### src/erps_sqrt.sv
`timescale 1ns / 1ps
// ----------------------------------------------------------------------------
// erps_sqrt
// Pipelined digit-by-digit integer square root, one root bit per stage.
// ----------------------------------------------------------------------------
module erps_sqrt #(
  parameter int IN_W   = 48,
  parameter int SIDE_W = 1
) (
  input  logic              clk,
  input  logic              en,
  input  logic [IN_W-1:0]   n,
  input  logic [SIDE_W-1:0] side_in,
  output logic [IN_W/2-1:0] root,
  output logic [SIDE_W-1:0] side_out
);

  localparam int ROOT_W = IN_W / 2;
  localparam int REM_W  = ROOT_W + 2;

  logic [REM_W-1:0]  rem_s  [ROOT_W+1];
  logic [ROOT_W-1:0] root_s [ROOT_W+1];
  logic [IN_W-1:0]   nsh_s  [ROOT_W+1];
  logic [SIDE_W-1:0] side_s [ROOT_W+1];

  assign rem_s[0]  = '0;
  assign root_s[0] = '0;
  assign nsh_s[0]  = n;
  assign side_s[0] = side_in;

  for (genvar i = 0; i < ROOT_W; i++) begin : g_stage
    logic [REM_W+1:0]  rem2;
    logic [REM_W+1:0]  trial;
    logic              ge;
    logic [REM_W-1:0]  rem_r;
    logic [ROOT_W-1:0] root_r;
    logic [IN_W-1:0]   nsh_r;
    logic [SIDE_W-1:0] side_r;

    assign rem2  = {rem_s[i], nsh_s[i][IN_W-1:IN_W-2]};
    assign trial = {2'b00, root_s[i], 2'b01};
    assign ge    = (rem2 >= trial);

    always_ff @(posedge clk) begin
      if (en) begin
        rem_r  <= ge ? REM_W'(rem2 - trial) : rem2[REM_W-1:0];
        root_r <= {root_s[i][ROOT_W-2:0], ge};
        nsh_r  <= {nsh_s[i][IN_W-3:0], 2'b00};
        side_r <= side_s[i];
      end
    end

    assign rem_s[i+1]  = rem_r;
    assign root_s[i+1] = root_r;
    assign nsh_s[i+1]  = nsh_r;
    assign side_s[i+1] = side_r;
  end

  assign root     = root_s[ROOT_W];
  assign side_out = side_s[ROOT_W];

endmodule

### config.mk
export PLATFORM = sky130hd
export DESIGN_NAME = erps_sqrt
export DESIGN_NICKNAME = d
export VERILOG_FILES = /design/src/erps_sqrt.sv
export SDC_FILE = /design/constraint.sdc
export NUM_CORES = 2
export LEC_CHECK = 0
export BUFFER_PORTS_ARGS = -buffer_cell sky130_fd_sc_hd__buf_2
export CAP_MARGIN = 5
export CORE_MARGIN = 2
export CORE_UTILIZATION = 48
export DETAILED_ROUTE_END_ITERATION = 12
export MAX_ROUTING_LAYER = met4
export PLACE_DENSITY = 0.7
export SYNTH_ARGS = -nofsm -noshare
export SYNTH_HDL_FRONTEND = slang
export SYNTH_SLANG_ARGS = --single-unit
### constraint.sdc
create_clock -name clk -period 3.7 [get_ports clk]
set_input_delay 0.37 -clock clk [delete_from_list [all_inputs] [get_ports clk]]
set_output_delay 0.37 -clock clk [all_outputs]
set_load 0.02 [all_outputs]
======== Word level (Yosys, flattened, before mapping) ========
Cells that the tools add are included.
storage, ports and cells
  bits in registers ....................... 1451
  bits of input ports ..................... 51
  logic and storage cells ................. 165
cells by class
  mux-type cells .......................... 23
  add/sub/neg operators ................... 23
  order comparisons ....................... 24
operators with widths
  operator          number
  $mux 26           22
  $ge 28x10->1      1
  $ge 28x11->1      1
  $ge 28x12->1      1
  $ge 28x13->1      1
  $ge 28x14->1      1
  $ge 28x15->1      1
  $ge 28x16->1      1
  $ge 28x17->1      1
  $ge 28x18->1      1
  $ge 28x19->1      1
  $ge 28x20->1      1
  $ge 28x21->1      1
  $ge 28x22->1      1
  $ge 28x23->1      1
  $ge 28x24->1      1
  $ge 28x25->1      1
  $ge 28x3->1       1
  $ge 28x4->1       1
  $ge 28x5->1       1
  $ge 28x6->1       1
  $ge 28x7->1       1
  $ge 28x8->1       1
  $ge 28x9->1       1
  25 further kinds  25

======== Logic depth before layout (Yosys ltp) ========
  depth after elaboration ................. 2
  mapped depth ............................ 13

======== Least setup slack after synthesis ========
OpenSTA, ideal clock, no wires.
  path kind ............................... register to register
  from .................................... register g_stage[17].rem_r[14]
  to ...................................... register g_stage[18].rem_r[23], data pin
  setup time .............................. 0.258 ns
  path buffers ............................ 0
  arrival time ............................ 2.854 ns
  slack ................................... 0.588 ns
  cell stages (with the launch flop) ...... 11
  cells stage by stage .................... edfxtp_1 > ha_1 > and2_1 > nand3_1 > nor4_1 > a21oi_1 > and3_1 > a21o_1 > or4_1 > or4_1 > xnor2_1
between the ends
  cells in the longest elaborated chain, start to end .. 2
  elaborated cells on any way between the ends .. 3
RTL lines
  element                                         line    RTL
  start, declared                                 35      logic [REM_W-1:0] rem_r;
  start signal, assigned                          46      rem_r <= ge ? REM_W'(rem2 - trial) : rem2[REM_W-1:0];
  $sub 26x20->26 or $ge 28x20->1 (tied branches)  46, 42
  $mux 26 *                                       46
  end signal, assigned                            46
  end, declared                                   35
Every way passes the cells marked *; elsewhere a longest branch is shown, timed or not.
A chain may end at the register's enable or synchronous reset.

======== Worst setup path after layout ========
  from .................................... register g_stage[16].rem_r[0]
  to ...................................... register g_stage[17].rem_r[7], data pin
between the ends
  cells in the longest elaborated chain, start to end .. 2
  elaborated cells on any way between the ends .. 3
RTL lines
  element                                         line
  start, declared                                 35
  start signal, assigned                          46
  $sub 26x19->26 or $ge 28x19->1 (tied branches)  46, 42
  $mux 26 *                                       46
Marked as above.

==> impl_metrics.json <==
{
  "ys_ff_latch": 1439,
  "rr_worst_depth": 11,
  "p_leak_nw": 28.5,
  "start_kind": "flop",
  "first_global_vias": 37600,
  "path_clk_slew_ns": 0.06,
  "wirelength_mm": 118,
  "hp-start": "en",
  "max_cap_violations": 0,
  "final_max_slew_viol_count": 0,
  "cts_root_buf": "clkbuf_16",
  "yosysUniqueCellTypes": 81,
  "critical_path_class": "flop to flop",
  "dp_hpwl_mm": 82.8,
  "postLayoutSetupSlackWorst_ns": 0.275,
  "cp_max_fo": 37,
  "yosys-mux-area-fraction": 0.0116,
  "clock_skew_ns": 0.0260,
  "relSlewSlack": 0.350,
  "drive_gt1_frac": 0.0868,
  "finalWeightedCongestion": 0.900,
  "r2r-start": "g_stage[16].rem_r[0]$_DFFE_PP_",
  "synthAdderAreaFrac": 0.0619,
  "via_per_inst": 5.36,
  "numCtsBuffers": 150,
  "status": "complete, no violations",
  "max-vdd-ir-drop_mv": 0.397,
  "grt_pass1_wl_mm": 193,
  "cp-end-kind": "flop",
  "pre_cts_slack_ns": 0.297,
  "fin_nets": 5595,
  "grt_remaining_overflow": 0,
  "synth_xor_area_frac": 0.0603,
  "port_buffers": 75,
  "clock-sinks": 1439,
  "fill_cells": 11100,
  "grt_max_degree": 118,
  "synth_edf_count": 1439,
  "die_w_um": 375,
  "io-pin-count": 76,
  "synthArstFlopShare": 0,
  "dr.pass1.iters": 5,
  "max_freq_mhz": 292,
  "multiInputGateArea_mm2": 0.0210,
  "synth_area_mm2": 0.0659,
  "syn2layout_area_growth_pct": 12.9,
  "hold_viol_final": 0,
  "synth_top_family_by_area": "simple AND/OR/NAND/NOR gates",
  "worstMarginPinSlew_ns": 0.966,
  "synth_nets": 5326,
  "r2r_setup_slack_ns": 0.27,
  "ys_seq_area_frac": 0.656,
  "setup.worst_path.start": "g_stage[16].rem_r[0]$_DFFE_PP_",
  "drc": 0,
  "seq_area_mm2": 0.0432,
  "hold_depth": 1,
  "finalCritPeriodShare": 0.926,
  "antenna_found_initial": 0,
  "drtIter0Drc": 2850,
  "arrival_ns": 3.92,
  "cts_tree": "built",
  "htree_levels": 4,
  "finalSetupViolCount": 0,
  "power_w": 0.0435,
  "start_util": 0.485,
  "rsz0062_at_grt": "false",
  "yosys.area_share.simple": 0.0958,
  "power_density_mw_per_mm2": 585,
  "grt_usage": 0.174,
  "ant_nets": 0,
  "holdPathEnd": "g_stage[0].nsh_r[2]$_DFFE_PP_",
  "reg2reg_to": "g_stage[17].rem_r[7]$_DFFE_PP_",
  "period_minus_slack_ns": 3.43,
  "num_vias": 38200,
  "syn_area_per_cell_um2": 13.3,
  "core_mm2": 0.136,
  "antennaDiodeCount": 0,
  "rows": 135,
  "ys.flop_type": "edfxtp_1",
  "clock_latency_ns": 0.77,
  "setup_tns_ns": 0,
  "synth_compound_area_frac": 0.0880,
  "required_ns": 4.20,
  "die_h_um": 375,
  "netlist_instances": 4949,
  "avgRoutedWirePerCell_um": 16.6,
  "clockBufferDepth": 3,
  "synth_warnings": 0,
  "dieArea_mm2": 0.140,
  "min_path_type": "input port to flop"
}
-- critical path, stage by stage (launching register included) --
cell	delay (ns)
edfxtp_1	0.40
ha_1	0.38
nor2b_1	0.15
o21ai_0	0.15
a21bo_2	0.25
a21oi_1	0.19
o41ai_1	0.10
buf_4	0.15
o21ai_0	0.46
a211o_1	0.21
buf_4	0.35
mux2_2	0.38
-- flip-flops by register name (all words and copies together) (netlist names) --
| name | cells |
|---|---|
| side_out | 1 |
| g_stage.nsh_r | 552 |
| g_stage.rem_r | 563 |
| g_stage.root_r | 276 |
| g_stage.side_r | 23 |
| root | 24 |
-- cell usage after synthesis, drive strengths merged (22+ instances only) --
cell type | count | area [um^2]
a211oi | 25 | 188
a21o | 106 | 796
a21oi | 330 | 1650
and2 | 22 | 138
and3 | 29 | 181
buf | 22 | 109
clkbuf | 52 | 196
edfxtp | 1439 | 43200
ha | 326 | 4080
inv | 387 | 1450
mux2 | 60 | 676
nand2 | 278 | 1040
nand2b | 63 | 394
nand3 | 81 | 415
nand4 | 42 | 263
nor2 | 325 | 1220
nor2b | 55 | 344
nor3 | 135 | 686
nor4 | 63 | 409
o211ai | 25 | 188
o21a | 71 | 533
o21ai | 211 | 1060
o31ai | 24 | 185
or2 | 27 | 169
or3 | 55 | 344
or4 | 26 | 203
xnor2 | 248 | 2170
xor2 | 206 | 1800
-- layout by cell type (no fill, tap or decap), types with 60 or more instances in the layout --
cell          n
ha_1        326
nor3_1      133
buf_2        74
nand2b_1     63
inv_1       386
nand3_1      79
mux2_2       60
a21o_1      106
clkbuf_16   153
edfxtp_1   1439
nor4_1       62
o21a_1       71
xnor2_1     248
a21oi_1     330
xor2_1      206
nand2_1     278
nor2_1      325
o21ai_0     208
-- kinds of logic after synthesis --
| family | Yosys count |
|---|---|
| AOI/OAI and AO/OA | 938 |
| xor gates and xnor gates | 454 |
| adders and majority gates | 326 |
| buffers and inverters | 462 |
| DFF | 1439 |
| muxes | 69 |
| other | 1 |
| and+or+nand+nor | 1260 |
-- where the power goes --
group	internal (W)	switching, W
Clock	0.00874	0.00619
Sequential	0.0203	0.00115
Combinational	0.00315	0.00395
-- per-layer routing --
metal | part of all wire | vias to the layer above | GRT usage
li1 | - | 18900 | -
met1 | 0.45 | 18200 | 0.224
met2 | 0.48 | 782 | 0.281
met3 | 0.041 | 256 | 0.0274
met4 | 0.029 | 0 | 0.0622
met5 | 0 | - | -
-- how the worst max path moves through the flow --
stage / to / slack, ns / cells after the start
after floorplan: g_stage[18].rem_r[23]$_DFFE_PP_ / 0.59 / 10
after global placement: g_stage[20].rem_r[3]$_DFFE_PP_ / 0.36 / 11
after detailed placement: g_stage[13].rem_r[20]$_DFFE_PP_ / 0.30 / 9
after CTS: g_stage[8].rem_r[24]$_DFFE_PP_ / 0.27 / 10
after global routing: g_stage[18].rem_r[23]$_DFFE_PP_ / 0.03 / 10
final: g_stage[17].rem_r[7]$_DFFE_PP_ / 0.27 / 11
-- layout make-up --
type / count / share of cell area
repair buffers: 191 / 0.0218
well taps: 1781 / 0.0299
multi-input cells: 3048 / 0.282
clock buffers: 177 / 0.0527
clock inverters: 93 / 0.0136
inverters: 388 / 0.0196
flip-flops and latches: 1439 / 0.581
-- through the flow --
stage / std cells / util / hold WS, ns / area [um^2]
global placement: 6797 / 0.508 / 0.400 / 69000
finish: 7117 / 0.548 / 0.110 / 74400
floorplan: 4949 / - / 0.400 / 65900
global route: 7117 / 0.548 / 0.142 / 74400
CTS: 7117 / 0.548 / 0.111 / 74400
detailed placement: 6797 / 0.508 / 0.405 / 69000
-- repair_timing --
item,in CTS,in global routing
resized for setup,0,1
hold endpoints to repair,50,0
buffers inserted,0,0
hold buffers,50,0
endpoints found under the setup margin,0,2
Note: power is estimated with default switching activity, not from simulation.
