## src/erps_div.sv

```systemverilog
`timescale 1ns / 1ps
// ----------------------------------------------------------------------------
// erps_div
// Pipelined restoring divider: quo = floor(num * 2^Q_W / den), num < den.
// ----------------------------------------------------------------------------
module erps_div #(
  parameter int DEN_W  = 16,
  parameter int Q_W    = 16,
  parameter int SIDE_W = 1
) (
  input  logic              clk,
  input  logic              en,
  input  logic [DEN_W-1:0]  num,
  input  logic [DEN_W-1:0]  den,
  input  logic [SIDE_W-1:0] side_in,
  output logic [Q_W-1:0]    quo,
  output logic [SIDE_W-1:0] side_out
);

  logic [DEN_W-1:0]  rem_s  [Q_W+1];
  logic [DEN_W-1:0]  den_s  [Q_W+1];
  logic [Q_W-1:0]    quo_s  [Q_W+1];
  logic [SIDE_W-1:0] side_s [Q_W+1];

  assign rem_s[0]  = num;
  assign den_s[0]  = den;
  assign quo_s[0]  = '0;
  assign side_s[0] = side_in;

  for (genvar i = 0; i < Q_W; i++) begin : g_stage
    logic [DEN_W:0]    r2;
    logic              ge;
    logic [DEN_W-1:0]  rem_r;
    logic [DEN_W-1:0]  den_r;
    logic [Q_W-1:0]    quo_r;
    logic [SIDE_W-1:0] side_r;

    assign r2 = {rem_s[i], 1'b0};
    assign ge = (r2 >= {1'b0, den_s[i]});

    always_ff @(posedge clk) begin
      if (en) begin
        rem_r  <= ge ? DEN_W'(r2 - {1'b0, den_s[i]}) : r2[DEN_W-1:0];
        den_r  <= den_s[i];
        quo_r  <= {quo_s[i][Q_W-2:0], ge};
        side_r <= side_s[i];
      end
    end

    assign rem_s[i+1]  = rem_r;
    assign den_s[i+1]  = den_r;
    assign quo_s[i+1]  = quo_r;
    assign side_s[i+1] = side_r;
  end

  assign quo      = quo_s[Q_W];
  assign side_out = side_s[Q_W];

endmodule

```

## config.mk

```make
export PLATFORM = sky130hd
export DESIGN_NAME = erps_div
export DESIGN_NICKNAME = d
export VERILOG_FILES = /design/src/erps_div.sv
export SDC_FILE = /design/constraint.sdc
export NUM_CORES = 1
export LEC_CHECK = 0
export ABC_AREA = 1
export BUFFER_PORTS_ARGS = -buffer_cell sky130_fd_sc_hd__buf_2
export CAP_MARGIN = 20
export CORE_MARGIN = 4
export CORE_UTILIZATION = 55
export CTS_BUF_LIST = sky130_fd_sc_hd__clkbuf_8
export DETAILED_ROUTE_END_ITERATION = 8
export PLACE_DENSITY = 0.71
export SETUP_SLACK_MARGIN = 0.3
export SLEW_MARGIN = 15
export SYNTH_ARGS = -nofsm -noshare
export SYNTH_HDL_FRONTEND = slang
export SYNTH_SLANG_ARGS = --single-unit
```

## constraint.sdc

```tcl
create_clock -name clk -period 4.55 [get_ports clk]
set_clock_uncertainty 0.1 [all_clocks]
set_input_delay 0.455 -clock clk [delete_from_list [all_inputs] [get_ports clk]]
set_output_delay 0.455 -clock clk [all_outputs]
set_load 0.05 [all_outputs]
```

[Word level (Yosys, flattened, before mapping)]
Index checks and enable logic that the tools add are counted.
Cells by class
  divide/modulo/power cells: 0
  bitwise operators: 0
  shift operators: 0
  mux-type cells: 15
  equality and inequality tests: 0
  add/sub/neg operators: 15
  order comparisons: 16
  reduce and logical (&&, ||, !) cells: 0
  multipliers: 0
Operators by type and width (number)
  $ge A17 B16 Y1: 16
  $mux W16: 15
  $sub A16 B16 Y16: 15
Word-level totals
  register bits: 632
  memory bits (read-only): 0
  bits of input ports: 35
  word-level logic and storage cells: 123
  memories kept: 0
  RAM bits: 0
  latch bits: 0
  output and inout port bits: 17

[Logic depth before layout (Yosys ltp)]
  depth after elaboration: 2
  depth in mapped cells: 15
  gate-level depth less buffers: 13

[Worst setup path before layout]
Ideal clock, no wire load.
  kind: input to register
  start: input den[2]
  end: register g_stage[0].rem_r[13] (data pin)
  path buffers: 2
  data required time: 4.197 ns
  setup slack: 2.531 ns
  setup time: 0.253 ns
  data arrival time: 1.666 ns
  cell stages on the path: 13
  cells stage by stage: inv_1 > ha_1 > buf_2 > nand2_1 > nor2_2 > nand3_1 > nand3_2 > nand2_2 > nand2_4 > inv_4 > buf_6 > nand2_1 > nand2_1
Between the ends
  cells in the longest elaborated chain, start to end: 2
  elaborated cells on any way between the ends: 3
  classes of those cells: add/sub: 1; order compare: 1; mux: 1
Ends and longest elaborated chain
  start, declared: RTL line 14  | input logic [DEN_W-1:0] den,
  $sub A16 B16 Y16 / $ge A17 B16 Y1 (equally long branches): RTL line 43, 39
  $mux W16 (*): RTL line 43  | rem_r <= ge ? DEN_W'(r2 - {1'b0, den_s[i]}) : r2[DEN_W-1:0];
  end signal, assigned: RTL line 43
  end, declared: RTL line 33  | logic [DEN_W-1:0] rem_r;
Every way passes the cells marked *; elsewhere a longest branch is shown, timed or not.
A chain may end at the register's enable or synchronous reset.

[Worst setup path after layout]
  start: register g_stage[1].den_r[2]
  end: register g_stage[2].rem_r[12] (data pin)
Between the ends
  cells in the longest elaborated chain, start to end: 2
  elaborated cells on any way between the ends: 3
  classes of those cells: add/sub: 1; order compare: 1; mux: 1
Ends and longest elaborated chain
  start, declared: RTL line 34  | logic [DEN_W-1:0] den_r;
  start signal, assigned: RTL line 44  | den_r <= den_s[i];
  $sub A16 B16 Y16 / $ge A17 B16 Y1 (equally long branches): RTL line 43, 39
  $mux W16 (*): RTL line 43
  end signal, assigned: RTL line 43
  end, declared: RTL line 33
Marked as above.

==> results.sh <==
export IMPL_path_clk_slew_ns=0.08
export IMPL_end_kind="flip-flop"
export IMPL_cellPowerDensity_mw_per_mm2=625
export IMPL_io_pins=52
export IMPL_finalSetupViolations=0
export IMPL_cts_buffers=104
export IMPL_ys_warn_count=0
export IMPL_start_kind="flip-flop"
export IMPL_critPathRequiredTime_ns=4.92
export IMPL_crit_path_max_incr_delay_ns=0.57
export IMPL_maxCapViolations=0
export IMPL_synthArstFlopShare_pct=0
export IMPL_synth_adder_area_share_pct=8.99
export IMPL_r2r_start="g_stage[1].den_r[2]"
export IMPL_syn_nets=4900
export IMPL_cp_common_cell="nand2_1"
export IMPL_timing_setup_tns_ns=0
export IMPL_r2r_end="g_stage[2].rem_r[12]"
export IMPL_synth_flop_cell="edfxtp_1"
export IMPL_grt_pass1_wl_mm=146
export IMPL_grt_max_degree=102
export IMPL_gp_congestion=0.915
export IMPL_synth_cell_types=36
export IMPL_critPathCapture="g_stage[2].rem_r[12]"
export IMPL_ys_ff_latch=632
export IMPL_synth_top_family_by_area="simple AND/OR/NAND/NOR gates"
export IMPL_setup_slack_ns=2.01
export IMPL_postCtsHoldBufs=31
export IMPL_status="complete, no violations"
export IMPL_min_period_ns=2.54
export IMPL_clockBufferDepth=3
export IMPL_numClockSinks=632
export IMPL_fmax_ghz=0.394
export IMPL_cp_startpoint="g_stage[1].den_r[2]"
export IMPL_viasPerCell=5.14
export IMPL_io_buffer_count=51
export IMPL_crit_type="reg2reg"
export IMPL_ys_seq_area_share_pct=48.9
export IMPL_cts_root_buf="clkbuf_8"
export IMPL_synth_simple_gate_area_share_pct=28.3
export IMPL_hold_class="in2reg"
export IMPL_final_util_pct=60.8
export IMPL_clock_latency_ns=0.75
export IMPL_cp_max_fo=18
export IMPL_drive_above_1_share_pct=7.31
export IMPL_worstMarginPinSlew_ns=0.933
export IMPL_grt_pass1_vias=28200
export IMPL_fp_dieW_um=274
export IMPL_drc=0
export IMPL_power_uw=26600
export IMPL_synth_area_mm2=0.0388
export IMPL_detailedPlace_worstSlack_ns=2.06
export IMPL_wl_per_cell_um=16.0
export IMPL_fin_nets=5054
export IMPL_globalRouteOverflowTotal=0
export IMPL_die_area_mm2=0.0750
export IMPL_track_usage_pct=24.6
export IMPL_initial_utilization_pct=55.5
export IMPL_htreeDepth=3
export IMPL_syn_avg_cell_area_um2=8.45
export IMPL_routed_via_count=29700
export IMPL_power_leakage_uw=0.0211
export IMPL_ir_drop_mv=0.416
export IMPL_worstHoldPathCells=3
export IMPL_synthToLayoutAreaGrowth_pct=9.66
export IMPL_rrSetupSlack_ns=2.01
export IMPL_synth_cells=4595
export IMPL_cts_tree="built"
export IMPL_num_rows=97
export IMPL_dr_first_iter_drc_count=2385
export IMPL_cp_arrival_ns=2.91
export IMPL_muxShareOfSynthArea_pct=0
export IMPL_die_h_um=274
export IMPL_routed_wl_mm=92.1
export IMPL_fin_crit_sh_pct=55.7
export IMPL_coreArea_mm2=0.0700
export IMPL_worstPathCellList="inv_1, ha_1, nand2_1, nor2_2, nand3_1, nand3_1, nand2_1, nand2_4, inv_4, nand2_1, nand2_1"
export IMPL_synth_compound_area_share_pct=2.22
export IMPL_post_cts_buffers=0
export IMPL_yosys_area_share_xor_xnor_pct=2.32
export IMPL_timing_slew_headroom_pct=37.8
export IMPL_drv_slew=0
export IMPL_r2r_cells=11
export IMPL_cts_resized=0
export IMPL_synth_edf_count=632
export IMPL_grt_antenna_before_repair=7
export IMPL_critPathSlowestCell="edfxtp_1"
export IMPL_place_hpwl_mm=69.3
export IMPL_final_hold_violation_count=0
export IMPL_rsz0062_at_grt="false"
export IMPL_detail_route_antenna_nets=0
export IMPL_drt_pass1_iter_count=5
## Yosys cell counts (3+ instances only)
master | number | area, µm²
nand2_1 | 1702 | 6390
inv_1 | 840 | 3150
nor3_2 | 10 | 100
nand4_1 | 69 | 432
fa_1 | 15 | 300
nor2_2 | 53 | 332
ha_1 | 255 | 3190
nand2_4 | 17 | 191
nand2_2 | 26 | 163
nand3_1 | 288 | 1440
buf_6 | 24 | 270
or2_1 | 10 | 62.6
nand3b_1 | 54 | 405
or2_0 | 3 | 18.8
edfxtp_1 | 632 | 19000
inv_4 | 11 | 68.8
buf_4 | 4 | 30.0
xnor2_1 | 32 | 280
nor2_4 | 3 | 33.8
nor3_1 | 25 | 125
nor2_1 | 184 | 691
a21oi_1 | 148 | 741
and2_1 | 48 | 300
clkbuf_2 | 3 | 15.0
o21ai_0 | 18 | 90.1
or2_2 | 6 | 37.5
xor2_1 | 71 | 622
buf_2 | 14 | 70.1
nand3_2 | 20 | 200
## flip-flops by register name (all words and copies together), names as in the netlist
register and flops:
g_stage.den_r 240, g_stage.quo_r 120, g_stage.rem_r 240, g_stage.side_r 15
quo 16, side_out 1
## metal layers
metal	global-route usage, %	wire [µm]	vias to the layer above
met3	4.51	5810	224
met5	0	102	-
met2	40.7	42900	855
met1	32.3	39900	13600
li1	-	-	15000
met4	9.38	3420	14
## critical path: cells and delay by family (launching register included)
family | cells | cell delay, ns
buffers and inverters | 2 | 0.25
flip-flops | 1 | 0.57
adder cells (fa/ha/maj) | 1 | 0.42
AND/OR/NAND/NOR | 8 | 0.93
## layout make-up
type,instances,area (µm²)
Tap cell,940,1180
Fill cell,6128,27400
Multi-Input combinational cell,3064,16200
Clock inverter,85,810
Inverter,852,3230
Timing Repair Buffer,95,748
Clock buffer,104,1430
Sequential cell,632,19000
Antenna cell,1,2.50
## how the worst min path moves through the flow
stage / startpoint / endpoint / slack, ns
floorplan: g_stage[9].quo_r[9] / g_stage[10].quo_r[10] / 0.30
global placement: g_stage[2].quo_r[0] / g_stage[3].quo_r[1] / 0.30
detailed placement: g_stage[11].quo_r[1] / g_stage[12].quo_r[2] / 0.30
CTS: num[0] / g_stage[0].rem_r[1] / 0.02
global route: num[0] / g_stage[0].rem_r[1] / 0.08
finish: num[0] / g_stage[0].rem_r[1] / 0.10
## metrics by stage
stage	std cells	area [µm²]	hold slack, ns
finish	5773	42600	0.102
CTS	5772	42600	0.0217
global route	5773	42600	0.0814
global placement	5552	40000	0.301
detailed placement	5552	40000	0.305
floorplan	4595	38800	0.300
## kinds of logic after synthesis
family | after synthesis
AND/OR/NAND/NOR | 2521
buffers and inverters | 899
flip-flops | 632
adder cells (fa/ha/maj) | 270
AO/OA/AOI/OAI | 170
XOR/XNOR | 103
## layout by cell type, fill, tap and decap left out, drive strengths merged
master	instances
a21oi	148
inv	885
clkinv	37
or2	19
o211ai	1
a21o	1
nand2	1745
bufinv	14
nor4	3
fa	15
clkinvlp	1
nand3	308
ha	255
o21ai	18
nor3	35
xnor2	32
o21bai	2
xor2	71
diode	1
buf	64
dlygate4sd3	31
nand4	69
nor2	240
and2	48
nand3b	54
clkbuf	104
edfxtp	632
## power by group
part | switching [µW] | internal (µW)
clock network | 2420 | 2990
logic | 7770 | 4100
registers | 972 | 8390
total | 11200 | 15500
No activity file was read; power rests on OpenSTA's default activity.
